`config.mk`:
```
export PLATFORM = sky130hd
export DESIGN_NAME = mwo_front
export DESIGN_NICKNAME = d
export VERILOG_FILES = /design/src/hdl/mwo_pkg.sv /design/src/hdl/mwo_front.sv
export SDC_FILE = /design/constraint.sdc
export NUM_CORES = 1
export LEC_CHECK = 0
export BUFFER_PORTS_ARGS = -buffer_cell sky130_fd_sc_hd__buf_4
export CORE_MARGIN = 2
export CORE_UTILIZATION = 49
export DETAILED_ROUTE_END_ITERATION = 12
export PLACE_DENSITY = 0.83
export SLEW_MARGIN = 0
export SYNTH_ARGS = -nofsm -noshare
export SYNTH_HDL_FRONTEND = slang
export SYNTH_SLANG_ARGS = --single-unit
```
`constraint.sdc`:
```
create_clock -name clk -period 3.3 [get_ports clk]
set_clock_uncertainty 0.2 [all_clocks]
set_input_delay 0 -clock clk [delete_from_list [all_inputs] [get_ports clk]]
set_output_delay 0 -clock clk [all_outputs]
set_load 0.01 [all_outputs]
```
`src/hdl/mwo_pkg.sv`:
```
// Shared types and constants for the multi-waveform oscillator.
// Used by the front, the queue, the back and the top level; no dependencies.
package mwo_pkg;

  localparam int TABLE_DEPTH = 1024;
  localparam int TBL_AW      = $clog2(TABLE_DEPTH);
  localparam int LEN_W       = TBL_AW + 1;
  localparam int PHASE_W     = 32;
  localparam int SAMPLE_W    = 16;
  localparam int PW_W        = 16;
  localparam int CFG_W       = 32;
  localparam int QUEUE_DEPTH = 4;
  localparam int Q_AW        = $clog2(QUEUE_DEPTH);

  localparam logic [PW_W-1:0]  PW_MIN      = 16'd655;
  localparam logic [PW_W-1:0]  PW_MAX      = 16'd64880;
  localparam logic [PW_W-1:0]  PW_RESET    = 16'd32768;
  localparam logic [LEN_W-1:0] LEN_MIN     = LEN_W'(2);
  localparam logic [LEN_W-1:0] LEN_MAX     = LEN_W'(TABLE_DEPTH);

  typedef enum logic [1:0] {
    CFG_PHASE_INC   = 2'd0,
    CFG_WAVEFORM    = 2'd1,
    CFG_PULSE_WIDTH = 2'd2,
    CFG_TABLE_LEN   = 2'd3
  } cfg_reg_t;

  typedef enum logic [1:0] {
    WAVE_SAW   = 2'd0,
    WAVE_TRI   = 2'd1,
    WAVE_PULSE = 2'd2,
    WAVE_TABLE = 2'd3
  } wave_t;

  typedef enum logic {
    REQ_TICK = 1'b0,
    REQ_LOAD = 1'b1
  } req_t;

  typedef enum logic [2:0] {
    BK_IDLE,
    BK_MULT,
    BK_FETCH,
    BK_LERP,
    BK_SUM
  } back_state_t;

  typedef struct packed {
    req_t                kind;
    logic [PHASE_W-1:0]  phase;
    logic [TBL_AW-1:0]   addr;
    logic [SAMPLE_W-1:0] value;
  } q_entry_t;

  typedef struct packed {
    logic empty;
    logic full;
  } q_stat_t;

  typedef struct packed {
    wave_t             waveform;
    logic [PW_W-1:0]   pulse_width;
    logic [LEN_W-1:0]  table_length;
  } osc_cfg_t;

endpackage

```
`src/hdl/mwo_front.sv`:
```
// Front end: accepts input beats, advances the phase on ticks and queues work.
// Depends on mwo_pkg.
module mwo_front import mwo_pkg::*; (
  input  logic                clk,
  input  logic                rst_n,
  input  logic                in_valid,
  output logic                in_stall,
  input  logic                in_req_type,
  input  logic [TBL_AW-1:0]   in_table_index,
  input  logic [SAMPLE_W-1:0] in_table_value,
  input  logic [PHASE_W-1:0]  phase_increment,
  input  q_stat_t             q_stat,
  output logic                push,
  output q_entry_t            push_entry
);

  logic [PHASE_W-1:0] phase_r;
  logic [PHASE_W-1:0] phase_nxt;
  logic [PHASE_W-1:0] phase_sum;
  logic               accept;
  req_t               kind;

  assign in_stall  = q_stat.full;
  assign accept    = in_valid && !q_stat.full;
  assign kind      = req_t'(in_req_type);
  assign phase_sum = phase_r + phase_increment;
  assign push      = accept;

  always_comb begin
    phase_nxt = phase_r;
    if (accept && kind == REQ_TICK) begin
      phase_nxt = phase_sum;
    end
  end

  always_comb begin
    push_entry.kind  = kind;
    push_entry.phase = phase_sum;
    push_entry.addr  = in_table_index;
    push_entry.value = in_table_value;
  end

  always_ff @(posedge clk) begin
    if (!rst_n) begin
      phase_r <= '0;
    end else begin
      phase_r <= phase_nxt;
    end
  end

endmodule

```
==> metrics.md, run 1 <==
| Metric | Value |
|---|---|
| DIE WIDTH | 82.32 um |
| Detailed placer's ending HPWL | 5526 um |
| Die area | 6776 um^2 |
| Detailed-route vias per instance | 5.501 |
| WL met3 | 490 um |
| Rel. slew slack | 0.5241 |
| Synth async-reset ratio | 0 |
| Worst Path Max Fanout | 3 |
| HP Class | in2reg |
| Clk sink count | 32 |
| Largest net degree at the start of global routing | 23 |
| Lkg Pwr | 1.741 nW |
| Number of synthesized flops with an enable pin | 0 |
| Final Setup Violations | 0 |
| # fillers | 520 |
| Dpl ws | 306.8 ps |
| Total gr overflow | 0 |
| Crit end category | output pin |
| CTS max path bufs | 2 |
| Average footprint of a synthesized cell | 7.667 um^2 |
| Final Non-Filler Cells | 539 |
| Placed cell count | 500 |
| Clk slew on worst S/H paths | 80 ps |
| Net count after synthesis | 488 |
| WHS | 12.05 ps |
| Measured slew at the worst slew-check pin | 713.0 ps |
| Initial Util | 0.5076 |
| Synth unique cells | 51 |
| Clock Latency Late Sink | 290 ps |
| Layout net count | 559 |
| Worst EP required | 3100 ps |
| Vias in the first global route | 2633 |
| Cts bufs inserted | 5 |
| P&R area growth vs syn | 28.31% |
| CTS root buf | clkbuf_8 |
| Routed via count | 2965 |
| N_diodes | 0 |
| Post-DR wirelength/cell | 14.03 um |
| Setup total negative slack | 0 ps |
| Final Critical Period | 3190 ps |
| # DRC | 0 |
| Site row count | 28 |
| Met2 wire len | 3680 um |
| CTS tree | built |
| Routed length on met1 | 3253 um |
| Tcrit/Tclk final | 0.9667 |
| Crit Path Class | reg2out |
| Final worst slack | 110.0 ps |
| Sequential share of the synthesized area | 0.2132 |
| Cell area after synthesis | 3005 um^2 |
| Post-Syn Instances | 392 |
| Post-route ant nets | 0 |
| Global-route wire length before repair | 11420 um |
| Achievable frequency | 313.5 MHz |
| Htree depth | 2 |
| Max layer used | met4 |
| Design Power | 0.001262 W |
| Cell taking the most area after synthesis | dfxtp_1 |
| Antenna violations before repair | 0 |
| Max-cap viol count | 0 |
| Core Area | 5921 um^2 |
| Share of cells above drive strength 1 | 0.2134 |
| Synth top area share | 0.2132 |
| Power Dens Cells | 327.2 nW/um^2 |
| Top flop regs | phase_r (32) |
| IO Pins | 125 |
| Starting DRT DRC Count | 128 |
| Dominant synthesized flop cell | dfxtp_1 |
| Max VDD drop | 172.7 uV |
| 1st-pass router iterations | 4 |
| Die extent in y | 82.32 um |
| Routed WL | 7562 um |
| Final Hold Viols | 0 |
| Crit start category | register |
| Synth top cells by count | nand2_1 (68), a21oi_1 (43), dfxtp_1 (32) |
| Port Buf Inserts | 71 |
| Routability cong. | 0.9056 |
| Max reg flops | 32 |
| Top reg by flops | phase_r |
| Yosys reg bits | 32 |
| Top area cells in the synthesized netlist | dfxtp_1 (21%), ha_1 (13%), nand2_1 (8.5%) |
| Pins Over Slew Limit | 0 |
| Gr usage total | 0.2137 |
| Most common cell in the synthesized netlist | nand2_1 |
| Yosys Warn Count | 0 |
| Crit path DAT | 2990 ps |
| Outcome | complete, no violations |
-- final cells by class --
type / instances / area, um^2 / area share
clock buffers: 6 / 72.57 / 0.01882
clock inverters: 2 / 35.03 / 0.009085
inverters: 6 / 22.52 / 0.005840
multi-input cells: 314 / 2136 / 0.5539
flip-flops and latches: 32 / 640.6 / 0.1661
well taps: 75 / 93.84 / 0.02433
repair buffers: 104 / 855.8 / 0.2219
-- what timing repair did --
item,4_1_cts,5_1_grt
endpoints found under the setup margin,1,4
setup buffers,1,0
resized for setup,1,8
hold buffers,30,0
pin swaps,2,2
endpoints found under the hold margin,43,0
-- power breakdown --
part,leakage (nW),internal (W),switching (W),total (W)
Clock,0.0552,0.000224,0.000160,0.000385
Sequential,0.260,0.000403,0.00000920,0.000412
Combinational,1.43,0.000222,0.000243,0.000465
-- final timing paths --
check,startpoint,end,slack [ps],cells after the start
setup / recovery,phase_r[0],push_entry[56],110,12
hold / removal,phase_increment[1],phase_r[1],10,4
setup reg to reg,phase_r[0],phase_r[28],410,11
hold reg to reg,phase_r[6],phase_r[6],260,2
-- routing by layer --
metal,vias up,GRT usage
met5,-,0
met4,0,0.07000
met3,11,0.03913
met2,103,0.3726
met1,1341,0.2640
li1,1510,-
-- cell families (layout without fill, tap and decap cells) --
kind of cell / after synthesis / count (layout) / synth area share
flip-flops: 32 / 32 / 0.2132
AO/OA/AOI/OAI: 118 / 118 / 0.2590
buffers and inverters: 46 / 118 / 0.09242
AND/OR/NAND/NOR: 132 / 132 / 0.2061
multiplexers: 1 / 1 / 0.003331
XOR/XNOR: 31 / 31 / 0.09034
adder cells (fa/ha/maj): 32 / 32 / 0.1357
-- per-stage QoR --
step | instance area [um^2] | util
after CTS | 3816 | 0.6445
after global routing | 3856 | 0.6513
after global placement | 3395 | 0.5733
after floorplan | 3005 | -
after detailed placement | 3395 | 0.5733
final | 3856 | 0.6513
-- worst max-delay path, cell delays in order, from the launching register on --
cell,delay (ps)
dfxtp_1,320
ha_1,220
fa_1,410
a21o_1,220
a31oi_4,180
nor3_4,80
o211ai_2,220
a211oi_2,120
or2_1,270
o211ai_2,190
nand2_2,100
xor2_1,200
buf_4,160
-- layout by cell type, fill, tap and decap left out, types with 2 or more instances in the layout --
cell type	n
a211o_1	2
nor3b_1	2
a31oi_4	3
buf_4	74
o211ai_1	4
o211ai_2	3
nor2b_1	5
dfxtp_1	32
dlygate4sd3_1	30
inv_1	6
nand4b_1	2
nor3_1	6
xor2_1	13
o41ai_1	2
o21ai_0	19
a21boi_0	9
o21a_1	3
ha_1	31
nand2_1	67
nand4_1	3
o31ai_1	2
clkbuf_8	5
nor2_1	19
o21bai_1	6
xnor2_1	18
or3_1	2
nand3_1	12
a21oi_1	42
a211oi_1	2
a21o_1	10
nand2b_1	3
nand2_2	3
No activity file was read; power rests on OpenSTA's default activity.
==> inputs of run 2 (changes only) <==
--- a/config.mk
+++ b/config.mk
@@ -9,8 +9,8 @@
 export CORE_MARGIN = 2
 export CORE_UTILIZATION = 49
 export DETAILED_ROUTE_END_ITERATION = 12
-export PLACE_DENSITY = 0.83
-export SLEW_MARGIN = 0
+export PLACE_DENSITY = 0.82
+export SLEW_MARGIN = 30
 export SYNTH_ARGS = -nofsm -noshare
 export SYNTH_HDL_FRONTEND = slang
 export SYNTH_SLANG_ARGS = --single-unit
==> run 2 against run 1 <==
Compared with the run above: first-iteration DRC count rose by 11%; register-to-register slack improved by 20 ps; sequential share of layout area rose by 0.092 points; critical endpoint unchanged; critical path type unchanged.
==> metrics.md, run 2 (synthesized netlist as in run 1, its figures left out) <==
| Metric | Value |
|---|---|
| Measured slew at the worst slew-check pin | 851.4 ps |
| P&R area growth vs syn | 27.60% |
| Routed WL | 7472 um |
| Design Power | 0.001193 W |
| N_diodes | 0 |
| RSZ-0062 raised after global routing | true |
| CTS max path bufs | 2 |
| Final worst slack | 171.6 ps |
| Top reg by flops | phase_r |
| Starting DRT DRC Count | 142 |
| Gr usage total | 0.2164 |
| Comb pwr share | 0.387 |
| Final Critical Period | 3128 ps |
| Achievable frequency | 319.6 MHz |
| Clock Latency Late Sink | 280 ps |
| CTS root buf | clkbuf_8 |
| Largest net degree at the start of global routing | 22 |
| DIE WIDTH | 82.32 um |
| Clk slew on worst S/H paths | 70 ps |
| Final Setup Violations | 0 |
| Detailed placer's ending HPWL | 5591 um |
| Int Pwr | 0.0007915 W |
| Top flop regs | phase_r (32) |
| Clock power frac | 0.268 |
| Rel. slew slack | 0.4324 |
| Most frequent cells in the layout | buf_4 (75), nand2_1 (68), a21oi_1 (43), dfxtp_1 (32), ha_1 (31) |
| Initial Util | 0.5076 |
| Layout net count | 560 |
| Routed via count | 3003 |
| Die area | 6776 um^2 |
| Share of cells above drive strength 1 | 0.2129 |
| Post-DR wirelength/cell | 13.84 um |
| Die extent in y | 82.32 um |
| Pins Over Slew Limit | 0 |
| Reg-to-reg slack, setup | 430 ps |
| Port Buf Inserts | 71 |
| Routability cong. | 0.9068 |
| Outcome | complete, no violations |
| # DRC | 0 |
| Site row count | 28 |
| IO Pins | 125 |
| Sw Share | 0.3368 |
| Global-route wire length before repair | 11700 um |
| Max reg flops | 32 |
| Core Area | 5921 um^2 |
| Final Non-Filler Cells | 540 |
| Htree depth | 2 |
| Cts bufs inserted | 5 |
| Worst EP required | 3100 ps |
| Clk sink count | 32 |
| Post-Layout Inst Area | 3835 um^2 |
| Crit path DAT | 2930 ps |
| 1st-pass router iterations | 4 |
| Placement Cell Area | 3402 um^2 |
| Final Hold Viols | 0 |
| Dpl ws | 346.7 ps |
| Vias in the first global route | 2681 |
| Tcrit/Tclk final | 0.9480 |
| Max VDD drop | 189.1 uV |
| Commonest non-fill, non-tap cell in the layout | buf_4 |
| Worst Path Max Fanout | 3 |
| NetSw | 0.0004020 W |
| Power Dens Cells | 311.2 nW/um^2 |
| Placed cell count | 501 |
| Lkg Pwr | 1.729 nW |
| Post-route ant nets | 0 |
| Crit Path Class | reg2out |
| HP Class | in2reg |
| CTS tree | built |
| Detailed-route vias per instance | 5.561 |
| Antenna violations before repair | 0 |
| Total gr overflow | 0 |
| Max-cap viol count | 0 |
| Crit start category | register |
| Sequential Power Share | 0.345 |
| Crit end category | output pin |
## run 2: worst max-delay path, cell delays in order (launching register included)
cell	delay, ps
dfxtp_1	320
ha_1	220
fa_2	360
a21o_1	220
a31oi_4	210
nor3_2	90
o211ai_2	250
a211oi_2	110
or2_1	270
o211ai_2	160
nand2_1	110
xor2_1	170
buf_4	140
## run 2: layer usage
layer	GRT usage	vias up	part of all wire	routed length, um
li1	-	1508	-	-
met1	0.2704	1396	0.44	3295
met2	0.3806	93	0.50	3719
met3	0.04565	6	0.050	377
met4	0.04667	0	0.011	80
met5	0	-	0	0
## run 2: path summary, 6_finish.rpt
path | start | endpoint | depth (start not counted)
max | phase_r[0] | push_entry[56] | 12
min | phase_increment[1] | phase_r[1] | 4
max reg2reg | phase_r[4] | phase_r[21] | 10
min reg2reg | phase_r[15] | phase_r[15] | 2
## run 2: metrics by stage
step / TNS, ps / util / hold slack, ps
after global routing: -36.22 / 0.6477 / 41.48
after detailed placement: 0 / 0.5746 / -199.9
final: 0 / 0.6477 / 32.89
after CTS: 0 / 0.6410 / 7.477
after floorplan: 0 / - / -141.7
after global placement: 0 / 0.5746 / -199.9
## run 2: power by group through the flow
stage / Combinational, W / Sequential, W / Clock [W]
2_1_floorplan: 0.000286 / 0.000418 / 0
3_3_place_gp: 0.000407 / 0.000420 / 0
3_5_place_dp: 0.000414 / 0.000421 / 0
4_1_cts: 0.000456 / 0.000412 / 0.000336
5_1_grt: 0.000507 / 0.000414 / 0.000352
6_report: 0.000461 / 0.000412 / 0.000320
## run 2: repair_timing
action,CTS,global route
gates resized for setup,0,6
setup endpoints to repair,0,7
hold endpoints to repair,41,0
setup buffers,0,1
hold buffers,30,0
## run 2: layout make-up
| cell class | count | area, um^2 |
|---|---|---|
| sequential | 32 | 640.6 |
| multi-input combinational | 314 | 2122 |
| inverter | 6 | 22.52 |
| tap | 75 | 93.84 |
| clock inverter | 2 | 10.01 |
| timing repair buffer | 105 | 863.3 |
| clock buffer | 6 | 82.58 |
| fill | 513 | 2086 |
