==> src/hdl/mwo_pkg.sv <==
// Shared types and constants for the multi-waveform oscillator.
// Used by the front, the queue, the back and the top level; no dependencies.
package mwo_pkg;

  localparam int TABLE_DEPTH = 1024;
  localparam int TBL_AW      = $clog2(TABLE_DEPTH);
  localparam int LEN_W       = TBL_AW + 1;
  localparam int PHASE_W     = 32;
  localparam int SAMPLE_W    = 16;
  localparam int PW_W        = 16;
  localparam int CFG_W       = 32;
  localparam int QUEUE_DEPTH = 4;
  localparam int Q_AW        = $clog2(QUEUE_DEPTH);

  localparam logic [PW_W-1:0]  PW_MIN      = 16'd655;
  localparam logic [PW_W-1:0]  PW_MAX      = 16'd64880;
  localparam logic [PW_W-1:0]  PW_RESET    = 16'd32768;
  localparam logic [LEN_W-1:0] LEN_MIN     = LEN_W'(2);
  localparam logic [LEN_W-1:0] LEN_MAX     = LEN_W'(TABLE_DEPTH);

  typedef enum logic [1:0] {
    CFG_PHASE_INC   = 2'd0,
    CFG_WAVEFORM    = 2'd1,
    CFG_PULSE_WIDTH = 2'd2,
    CFG_TABLE_LEN   = 2'd3
  } cfg_reg_t;

  typedef enum logic [1:0] {
    WAVE_SAW   = 2'd0,
    WAVE_TRI   = 2'd1,
    WAVE_PULSE = 2'd2,
    WAVE_TABLE = 2'd3
  } wave_t;

  typedef enum logic {
    REQ_TICK = 1'b0,
    REQ_LOAD = 1'b1
  } req_t;

  typedef enum logic [2:0] {
    BK_IDLE,
    BK_MULT,
    BK_FETCH,
    BK_LERP,
    BK_SUM
  } back_state_t;

  typedef struct packed {
    req_t                kind;
    logic [PHASE_W-1:0]  phase;
    logic [TBL_AW-1:0]   addr;
    logic [SAMPLE_W-1:0] value;
  } q_entry_t;

  typedef struct packed {
    logic empty;
    logic full;
  } q_stat_t;

  typedef struct packed {
    wave_t             waveform;
    logic [PW_W-1:0]   pulse_width;
    logic [LEN_W-1:0]  table_length;
  } osc_cfg_t;

endpackage

==> src/hdl/mwo_queue.sv <==
// Short FIFO of work beats between the front and the back.
// Depends on mwo_pkg.
module mwo_queue import mwo_pkg::*; (
  input  logic     clk,
  input  logic     rst_n,
  input  logic     push,
  input  q_entry_t push_entry,
  input  logic     pop,
  output q_entry_t head,
  output q_stat_t  q_stat
);

  q_entry_t        slots [QUEUE_DEPTH];
  logic [Q_AW-1:0] wr_ptr_r;
  logic [Q_AW-1:0] wr_ptr_nxt;
  logic [Q_AW-1:0] rd_ptr_r;
  logic [Q_AW-1:0] rd_ptr_nxt;
  logic [Q_AW:0]   count_r;
  logic [Q_AW:0]   count_nxt;

  assign head         = slots[rd_ptr_r];
  assign q_stat.empty = (count_r == '0);
  assign q_stat.full  = (count_r == (Q_AW+1)'(QUEUE_DEPTH));

  always_comb begin
    wr_ptr_nxt = push ? wr_ptr_r + 1'b1 : wr_ptr_r;
    rd_ptr_nxt = pop  ? rd_ptr_r + 1'b1 : rd_ptr_r;
    count_nxt  = count_r;
    if (push && !pop) begin
      count_nxt = count_r + 1'b1;
    end else if (pop && !push) begin
      count_nxt = count_r - 1'b1;
    end
  end

  always_ff @(posedge clk) begin
    if (!rst_n) begin
      wr_ptr_r <= '0;
      rd_ptr_r <= '0;
      count_r  <= '0;
    end else begin
      wr_ptr_r <= wr_ptr_nxt;
      rd_ptr_r <= rd_ptr_nxt;
      count_r  <= count_nxt;
    end
  end

  always_ff @(posedge clk) begin
    if (push) begin
      slots[wr_ptr_r] <= push_entry;
    end
  end

endmodule

==> config.mk <==
export PLATFORM = sky130hd
export DESIGN_NAME = mwo_queue
export DESIGN_NICKNAME = d
export VERILOG_FILES = /design/src/hdl/mwo_pkg.sv /design/src/hdl/mwo_queue.sv
export SDC_FILE = /design/constraint.sdc
export NUM_CORES = 1
export LEC_CHECK = 0
export ABC_AREA = 1
export BUFFER_PORTS_ARGS = -buffer_cell sky130_fd_sc_hd__buf_2
export CAP_MARGIN = 20
export CORE_MARGIN = 5
export CORE_UTILIZATION = 55
export DETAILED_ROUTE_END_ITERATION = 16
export PLACE_DENSITY = 0.88
export SYNTH_ARGS = -nofsm -noshare
export SYNTH_HDL_FRONTEND = slang
export SYNTH_SLANG_ARGS = --single-unit
==> constraint.sdc <==
create_clock -name clk -period 3.75 [get_ports clk]
set_input_delay 0.5625 -clock clk [delete_from_list [all_inputs] [get_ports clk]]
set_output_delay 0.5625 -clock clk [all_outputs]
set_load 0.05 [all_outputs]
==> key figures, run 1 <==
Run status
  • Status: completed

Synthesis
  • Synth warn: 0
  • Synth top area share: 77.3%
  • Post-synthesis cell type count: 21
  • Synthesized area: 9160 µm²
  • Top post-synthesis cells by area: edfxtp_1, o21ai_0, nor2_1, o22ai_1, dfxtp_1
  • Cells after Synth: 628
  • Sequential share of the synthesized area: 79.3%
  • Cell accounting for the most synthesized area: edfxtp_1
  • Syn Nets: 697
  • Yosys reg bits: 245
  • Avg Cell Area, Syn: 14.6 µm²

STA
  • Worst-Margin Slew: 1060 ps
  • Slew Limit Fails: 0
  • Relative slew slack: 29.2%
  • Hold Violations, Final: 0
  • Setup TNS Final: 0 ps
  • Max frequency: 0.327 GHz
  • Unrepaired setup endpoints after global routing: no
  • Final Critical Period: 3060 ps
  • PnR worst setup slack: 688 ps
  • Final setup skew: 5.44 ps
  • Setup violations, final: 0
  • Period utilization: 81.6%

Worst hold path
  • Worst min path class: input pin to flip-flop
  • Beginning of the worst hold path: push_entry[31]
  • Hold Crit Endpoint: slots[0][31]
  • Worst hold stages: 1

Clocking
  • CTS tree: done
  • PostCTS Resize Cnt: 0
  • Clock Latency Late Sink: 500 ps
  • CTS Root Cell: clkbuf_16
  • Clock sink count: 245
  • CTS clk-pin slew, worst paths: 60 ps
  • Depth of the CTS H-tree: 1
  • Hold buffers post-CTS: 0
  • CTS Buf Count: 24
  • Maximum clock path buffer count: 3
  • Post-CTS setup buffers: 0

Placed design
  • HPWL after DPL: 10.3 mm
  • I/O Buffers: 123
  • Pre-CTS setup slack: 1170 ps
  • Gpl congestion: 0.720

Drt
  • Routed Antenna Nets: 0
  • Pre-antenna DRT Iters: 5
  • WL final: 18.4 mm
  • DRT iter0 DRCs: 424
  • Via count: 5578
  • Drt drc: 0
  • Drt via density: 5.66
  • Routed WL per cell: 18.7 µm

Finish
  • Final Util: 65.5%
  • Filler instances: 1140
  • Synth-to-Final Area Change: 17.6%
  • Fin nets: 816
  • Share of layout cells above drive strength 1: 22.6%

Pwr
  • Comb pwr share: 12.4%
  • Clock power share: 38.5%
  • Switching power: 1.61 mW
  • Switching share of total power: 24.9%
  • PwrDens: 598 nW/µm²
  • Internal power: 4.84 mW
  • Leakage power: 3.81 nW
  • Sequential power share: 49.1%
  • Peak supply drop: 0.000408 V

Global routing
  • GRT Total Usage: 18.5%
  • Vias in the first global route: 5603
  • Overflow after GRT: 0
  • Antenna violations before repair: 3
  • First-pass GRT wire length: 29.0 mm
  • Largest net degree at the start of global routing: 119

Setup path
  • R2R Path Start: wr_ptr_r[0]
  • Slowest CP cell: inv_6
  • Crit end category: output pin
  • Crit-path max cell delay: 650 ps
  • R2r setup slk: 1890 ps
  • Cell breakdown of the critical path: inv_6 > o21ai_0 > o22ai_1 > buf_2
  • Worst Path Max Fanout: 118
  • WP data required: 3190 ps
  • Worst endpoint data arrival time: 2500 ps
  • CP Launch Type: flip-flop
  • FF-to-FF path depth: 5
  • WP buf/inv: 2
  • Critical Setup Path Class: flip-flop to output pin
  • CP delay by family, top: buffers and inverters
  • R2R Path End: slots[0][57]

Floorplan
  • I/O pin count: 124
  • Core Area: 16500 µm²
  • Chip Width: 139 µm
  • Die ar.: 19300 µm²
  • Die Y: 139 µm
  • Initial Util: 55.6%
  • Row cnt: 47

Flow run
  • Max_cap viols: 0
## kinds of logic after synthesis
group / Yosys count / share of synthesized area, %
AOI/OAI and AO/OA: 187 / 11.0
adders and majority gates: 6 / 0.901
buffers and inverters: 54 / 3.13
DFF: 245 / 79.3
and+or+nand+nor: 136 / 5.64
## flip-flops by register name, indices dropped and copies added, names as in the netlist, named ones only
| register | flops |
|---|---|
| wr_ptr_r | 2 |
| count_r | 3 |
| rd_ptr_r | 2 |
| slots | 236 |
## worst max path at each step
| stage | end | cells past startpoint | startpoint |
|---|---|---|---|
| 5_1_grt | head[7] | 4 | flip-flop |
| 2_1_floorplan | slots[0][0] | 2 | push |
| 3_5_place_dp | head[7] | 4 | flip-flop |
| 4_1_cts | head[7] | 4 | flip-flop |
| 6_report | head[7] | 4 | flip-flop |
| 3_3_place_gp | head[7] | 4 | flip-flop |
## cells in the mapped netlist
master,number
nand4_1,1
ha_1,5
nand3_1,1
clkbuf_2,7
buf_2,11
inv_6,1
o22ai_1,59
nor3_1,2
o21ai_1,6
o21ai_0,118
buf_4,5
a21oi_1,4
buf_6,5
edfxtp_1,236
clkbuf_1,9
inv_2,1
inv_1,15
nor2_1,123
dfxtp_1,9
fa_1,1
nand2_1,9
## per-stage QoR
stage | std cells | power, mW | hold slack, ps | area, µm²
after floorplan | 628 | 3.80 | 412 | 9160
after global placement | 941 | 4.01 | 443 | 9940
after detailed placement | 941 | 4.03 | 483 | 9940
after CTS | 985 | 6.50 | 257 | 10800
after global routing | 985 | 6.67 | 266 | 10800
final | 986 | 6.45 | 275 | 10800
## final cells by class
cell class | instances | area [µm²] | share of cell area, %
antenna | 1 | 2.50 | 0.0232
clock buffer | 34 | 679 | 6.30
clock inverter | 10 | 154 | 1.43
inverter | 17 | 68.8 | 0.638
multi-input combinational | 329 | 1610 | 14.9
sequential | 245 | 7270 | 67.5
tap | 220 | 275 | 2.55
timing repair buffer | 130 | 718 | 6.66
## placed cells by master, fill, tap and decap left out
cell and instances:
dfxtp_1 7, clkinv_1 2, buf_2 123, dfxtp_4 1
clkbuf_16 25, clkinvlp_4 1, ha_1 5, clkbuf_1 7
inv_1 11, a21oi_1 4, buf_4 3, diode_2 1
nor3_1 2, inv_6 2, clkbuf_8 2, nand2_1 9
o21ai_1 6, o21ai_0 118, nand4_1 1, o22ai_1 59
edfxtp_1 236, nand3_1 1, dfxtp_2 1, nor2_1 123
bufinv_16 4, inv_2 5, clkinv_2 2, fa_1 1
buf_12 4
## power groups by stage
| stage | Sequential (mW) | Clock, mW | Combinational, mW |
|---|---|---|---|
| after floorplan | 3.21 | 0 | 0.589 |
| after global placement | 3.22 | 0 | 0.786 |
| after detailed placement | 3.23 | 0 | 0.804 |
| after CTS | 3.17 | 2.52 | 0.807 |
| after global routing | 3.18 | 2.64 | 0.859 |
| final | 3.17 | 2.48 | 0.801 |
## per-layer routing
metal	track usage [%]	up-vias	wire length (µm)
met2	30.9	205	9030
met1	24.2	2739	7460
li1	-	2592	-
met3	5.41	36	1630
met4	4.79	6	297
met5	0	-	33
(Power assumes the default switching activity.)
==> run 2: changes to the inputs <==
Clock period 3.75 ns to 3 ns, I/O delays scaled along.
==> key figures, run 2 (synthesis gave the netlist of run 1 again) <==
Finish
  • Post-route insts no fill: 989 (+0.30%)
  • Share of layout cells above drive strength 1: 23.1% (+0.46 points)
  • Number of flip-flops in the largest register: 236 (unchanged)
  • Finished layout cell area: 10800 µm² (-0.26%)
  • Final Util: 65.3% (-0.17 points)
  • Largest regs: slots x236, count_r x3
  • Biggest register: slots
  • Most frequent cells in the layout: edfxtp_1, nor2_1, buf_2
  • Area of the multi-input gates: 1610 µm² (unchanged)
  • Commonest non-fill, non-tap cell in the layout: edfxtp_1
  • Filler instances: 1112 (-2.5%)
  • Synth-to-Final Area Change: 17.3%
  • FF+latch area: 7270 µm² (unchanged)
  • Fin nets: 818 (+0.25%)

Setup path
  • Critical Setup Path Class: flip-flop to output pin
  • Crit-path max cell delay: 520 ps (-130 ps)
  • Cell breakdown of the critical path: buf_4 > o21ai_0 > o22ai_1 > buf_2
  • Crit end category: output pin
  • CP Launch Type: flip-flop
  • Slowest CP cell: dfxtp_2
  • WP data required: 2550 ps (-640 ps)
  • WP buf/inv: 2 (unchanged)
  • Worst endpoint data arrival time: 2320 ps (-180 ps)
  • CP delay by family, top: buffers and inverters
  • Worst Path Max Fanout: 43 (-64%)

Clocking
  • CTS clk-pin slew, worst paths: 60 ps (about the same)
  • Depth of the CTS H-tree: 1 (unchanged)
  • CTS Buf Count: 24 (unchanged)
  • Clock sink count: 245 (unchanged)
  • CTS Root Cell: clkbuf_16
  • CTS tree: done
  • Hold buffers post-CTS: 0 (unchanged)
  • Clock Latency Late Sink: 500 ps (about the same)
  • Maximum clock path buffer count: 3 (unchanged)

STA
  • Worst-Margin Slew: 577 ps (-483 ps)
  • Max frequency: 0.361 GHz
  • Unrepaired setup endpoints after global routing: no
  • Setup violations, final: 0 (unchanged)
  • Final Critical Period: 2770 ps
  • Relative slew slack: 61.5% (+32 points)
  • Hold Violations, Final: 0 (unchanged)
  • Period utilization: 92.2%
  • Final setup skew: 8.94 ps (+3.49 ps)
  • Setup TNS Final: 0 ps (unchanged)
  • Slew Limit Fails: 0 (unchanged)

Pwr
  • Peak supply drop: 0.000632 V (+55%)
  • PwrDens: 725 nW/µm² (+21%)
  • Leakage power: 3.81 nW (-0.15%)
  • Total power: 7.80 mW (+21%)

Floorplan
  • Chip Width: 139 µm (unchanged)
  • Initial Util: 55.6% (unchanged)
  • Row cnt: 47 (unchanged)
  • Die Y: 139 µm (unchanged)
  • Core Area: 16500 µm² (unchanged)
  • I/O pin count: 124 (unchanged)
  • Die ar.: 19300 µm² (unchanged)

Global routing
  • GRT Total Usage: 18.6% (+0.055 points)
  • Largest net degree at the start of global routing: 107 (-10%)
  • Antenna violations before repair: 1 (-2)
  • Overflow after GRT: 0 (unchanged)
  • Vias in the first global route: 5620 (+0.30%)
  • First-pass GRT wire length: 29.0 mm (about the same)

Worst hold path
  • Worst min path class: input pin to flip-flop

Drt
  • Routed Antenna Nets: 0 (unchanged)
  • Drt via density: 5.61 (-0.77%)
  • Pre-antenna DRT Iters: 5 (unchanged)
  • DRT iter0 DRCs: 365 (-14%)
  • Via count: 5552 (-0.47%)
  • Routed WL per cell: 18.6 µm (-0.75%)
  • Drt drc: 0 (unchanged)
  • WL final: 18.4 mm (-0.45%)

Placed design
  • HPWL after DPL: 10.7 mm (+4.0%)
  • Gpl congestion: 0.747 (+3.8%)
  • Placed inst area: 9980 µm² (+0.40%)
  • I/O Buffers: 123 (unchanged)
  • Placed cells: 943 (+0.21%)

Run status
  • Status: completed

Flow run
  • Max_cap viols: 0 (unchanged)
run 2: cell count changes in the layout (fill, tap and decap cells not counted):
cell / previous run / this run
buf_12: 4 / 6
bufinv_16: 4 / 1
clkbuf_1: 7 / 5
clkinv_2: 2 / 7
diode_2: 1 / 2
inv_6: 2 / 1
inv_8: 0 / 1
run 2: stage by stage:
stage / setup slack (ps) / hold slack [ps]
after CTS: 148 / 142
after global routing: 60.3 / 141
after global placement: 757 / 440
final: 234 / 162
after detailed placement: 688 / 457
after floorplan: 850 / 412
run 2: final timing paths:
path,cells after the start,end,start,slack (ps)
setup / recovery,4,head[4],flip-flop,230
hold reg to reg,1,flip-flop,rd_ptr_r[1],470
setup reg to reg,5,slots[1][35],wr_ptr_r[1],1250
hold / removal,1,slots[1][21],push_entry[21],160
run 2: metal layers:
layer	track usage, %	wire [µm]	share of wire (%)
met3	5.66	1550	8.4
met2	30.6	8970	49
met5	0	11	0.060
met1	24.2	7540	41
met4	5.15	304	1.7
run 2: worst register-to-register path, stage by stage (launching register included):
cell     delay (ps)
dfxtp_1         320
inv_1           100
ha_1            180
nand2_1          80
inv_2           420
buf_12          320
run 2: area by class of cell:
| type | count | share of cell area, % |
|---|---|---|
| antenna | 2 | 0.0465 |
| clock buffer | 32 | 6.25 |
| clock inverter | 12 | 0.826 |
| inverter | 17 | 0.663 |
| multi-input combinational | 329 | 15.0 |
| sequential | 245 | 67.6 |
| tap | 220 | 2.56 |
| timing repair buffer | 132 | 7.05 |
run 2: what timing repair did:
action	CTS	global route
resized for setup	0	1
setup endpoints to repair	0	1
setup buffers	0	0
run 2: where the power goes:
part / total, mW / switching, mW / internal (mW) / leakage (nW)
Sequential: 3.96 / 0.0512 / 3.91 / 2.24
Clock: 2.82 / 1.16 / 1.66 / 0.378
Combinational: 1.01 / 0.788 / 0.227 / 1.19
==> run 3: changes to the inputs <==
==> constraint.sdc (replaced) <==
create_clock -name clk -period 3.1 [get_ports clk]
set_input_delay 0.155 -clock clk [delete_from_list [all_inputs] [get_ports clk]]
set_output_delay 0.155 -clock clk [all_outputs]
set_load 0.05 [all_outputs]
==> key figures, run 3 (synthesis gave the netlist of run 1 again) <==
STA
  • Period utilization: 79.1%
  • Hold Violations, Final: 0 (unchanged)
  • Final Critical Period: 2450 ps
  • Setup violations, final: 0 (unchanged)
  • Final setup skew: 10.0 ps (+1.10 ps)
  • Max frequency: 0.408 GHz
  • Relative slew slack: 45.9% (-16 points)
  • Setup TNS Final: 0 ps (unchanged)
  • Unrepaired setup endpoints after global routing: no
  • Slew Limit Fails: 0 (unchanged)
  • Worst-Margin Slew: 810 ps (+233 ps)

Pwr
  • Total power: 7.38 mW (-5.3%)
  • Peak supply drop: 0.000517 V (-18%)
  • Sequential power share: 51.8% (+1.0 points)
  • Internal power: 5.48 mW (-5.5%)
  • Leakage power: 4.01 nW (+5.3%)
  • Clock power share: 34.0% (-2.2 points)
  • PwrDens: 656 nW/µm² (-9.5%)
  • Comb pwr share: 14.2% (+1.2 points)
  • Switching share of total power: 25.8% (+0.12 points)
  • Switching power: 1.90 mW (-4.9%)

Drt
  • WL final: 19.4 mm (+5.8%)
  • DRT iter0 DRCs: 490 (+34%)
  • Drt via density: 5.55 (-1.2%)
  • Pre-antenna DRT Iters: 5 (unchanged)
  • Drt drc: 0 (unchanged)
  • Via count: 5793 (+4.3%)
  • Routed WL per cell: 18.6 µm (+0.18%)
  • Routed Antenna Nets: 0 (unchanged)

Placed design
  • HPWL after DPL: 10.6 mm (-1.5%)
  • I/O Buffers: 123 (unchanged)
  • Placed inst area: 9970 µm² (-0.18%)
  • Gpl congestion: 0.737 (-1.3%)
  • Placed cells: 944 (+0.11%)

Clocking
  • Depth of the CTS H-tree: 1 (unchanged)
  • CTS Buf Count: 23 (-4.2%)
  • CTS clk-pin slew, worst paths: 60 ps (about the same)
  • CTS tree: done
  • PostCTS Resize Cnt: 0 (unchanged)
  • CTS Root Cell: clkbuf_16
  • Clock Latency Late Sink: 490 ps (about the same)
  • Maximum clock path buffer count: 3 (unchanged)
  • Clock sink count: 245 (unchanged)

Setup path
  • Worst endpoint data arrival time: 2300 ps (-20 ps)
  • Slowest CP cell: inv_2
  • Worst Path Max Fanout: 45 (+4.7%)
  • WP data required: 2940 ps (+390 ps)
  • CP delay by family, top: buffers and inverters
  • Cell breakdown of the critical path: inv_2 > buf_4 > o21ai_0 > o22ai_1 > buf_2
  • Crit-path max cell delay: 580 ps (+60 ps)
  • Crit end category: output pin
  • CP Launch Type: flip-flop
  • WP buf/inv: 3 (+1)
  • Critical Setup Path Class: flip-flop to output pin

Finish
  • Post-route insts no fill: 1044 (+5.6%)
  • Finished layout cell area: 11200 µm² (+4.6%)
  • Biggest register: slots
  • Commonest non-fill, non-tap cell in the layout: edfxtp_1
  • Number of flip-flops in the largest register: 236 (unchanged)
  • Fin nets: 879 (+7.5%)
  • Largest regs: slots x236, count_r x3
  • Most frequent cells in the layout: edfxtp_1, nor2_1, buf_2
  • Synth-to-Final Area Change: 22.7%
  • Inserted Diodes: 0 (-2)
  • Share of layout cells above drive strength 1: 20.5% (-2.6 points)

Global routing
  • Antenna violations before repair: 0 (-1)
  • First-pass GRT wire length: 31.2 mm (+7.9%)
  • Vias in the first global route: 5995 (+6.7%)
  • Largest net degree at the start of global routing: 119 (+11%)
  • Overflow after GRT: 0 (unchanged)
  • GRT Total Usage: 19.9% (+1.3 points)

Floorplan
  • Core Area: 16500 µm² (unchanged)
  • Row cnt: 47 (unchanged)
  • Die Y: 139 µm (unchanged)
  • Initial Util: 55.6% (unchanged)
  • Chip Width: 139 µm (unchanged)
  • Die ar.: 19300 µm² (unchanged)
  • I/O pin count: 124 (unchanged)

Run status
  • Status: completed

Worst hold path
  • Worst min path class: input pin to flip-flop

Flow run
  • Max_cap viols: 0 (unchanged)
## run 3: final timing paths
| check | start | to | slack, ps | cells after the start |
|---|---|---|---|---|
| setup / recovery | flip-flop | head[34] | 650 | 5 |
| hold / removal | push | wr_ptr_r[0] | 20 | 3 |
| setup reg to reg | wr_ptr_r[0] | slots[2][52] | 1310 | 5 |
| hold reg to reg | rd_ptr_r[1] | flip-flop | 450 | 1 |
## run 3: worst min-delay path: cells and delay by family
kind	cells	cell delay, ps
buffers and inverters	2	240
AOI/OAI and AO/OA	1	70
## run 3: layout make-up
class	count	area, µm²
fillers	1106	5220
well taps	220	275
repair buffers	194	1350
multi-input cells	329	1610
clock buffers	26	587
inverters	17	68.8
clock inverters	13	80.1
flip-flops and latches	245	7270
## run 3: power groups by stage
stage                     Sequential, mW  Combinational, mW  Clock, mW
after detailed placement            3.89              0.986          0
after CTS                           3.82               1.05       2.55
final                               3.82               1.05       2.51
after global routing                3.83               1.12       2.71
after global placement              3.88              0.964          0
after floorplan                     3.88              0.712          0
## run 3: what timing repair did
action / CTS / global route
hold buffers: 61 / 0
endpoints found under the hold margin: 245 / 0
buffers inserted: 0 / 0
## run 3: per-stage QoR
| stage | setup WS, ps | hold slack, ps | util [%] |
|---|---|---|---|
| after floorplan | 950 | 254 | - |
| after global placement | 1260 | 366 | 60.5 |
| after detailed placement | 1200 | 371 | 60.5 |
| after CTS | 670 | 3.76 | 68.3 |
| after global routing | 494 | 32.3 | 68.3 |
| final | 647 | 24.7 | 68.3 |
## run 3: routing by layer
layer  vias to the layer above  routed length [µm]  global-route usage, %
li1                       2717                   -                      -
met1                      2825                7760                   26.3
met2                       224                9930                   34.5
met3                        27                1450                   3.93
met4                         0                 280                   4.63
met5                         -                   0                      0
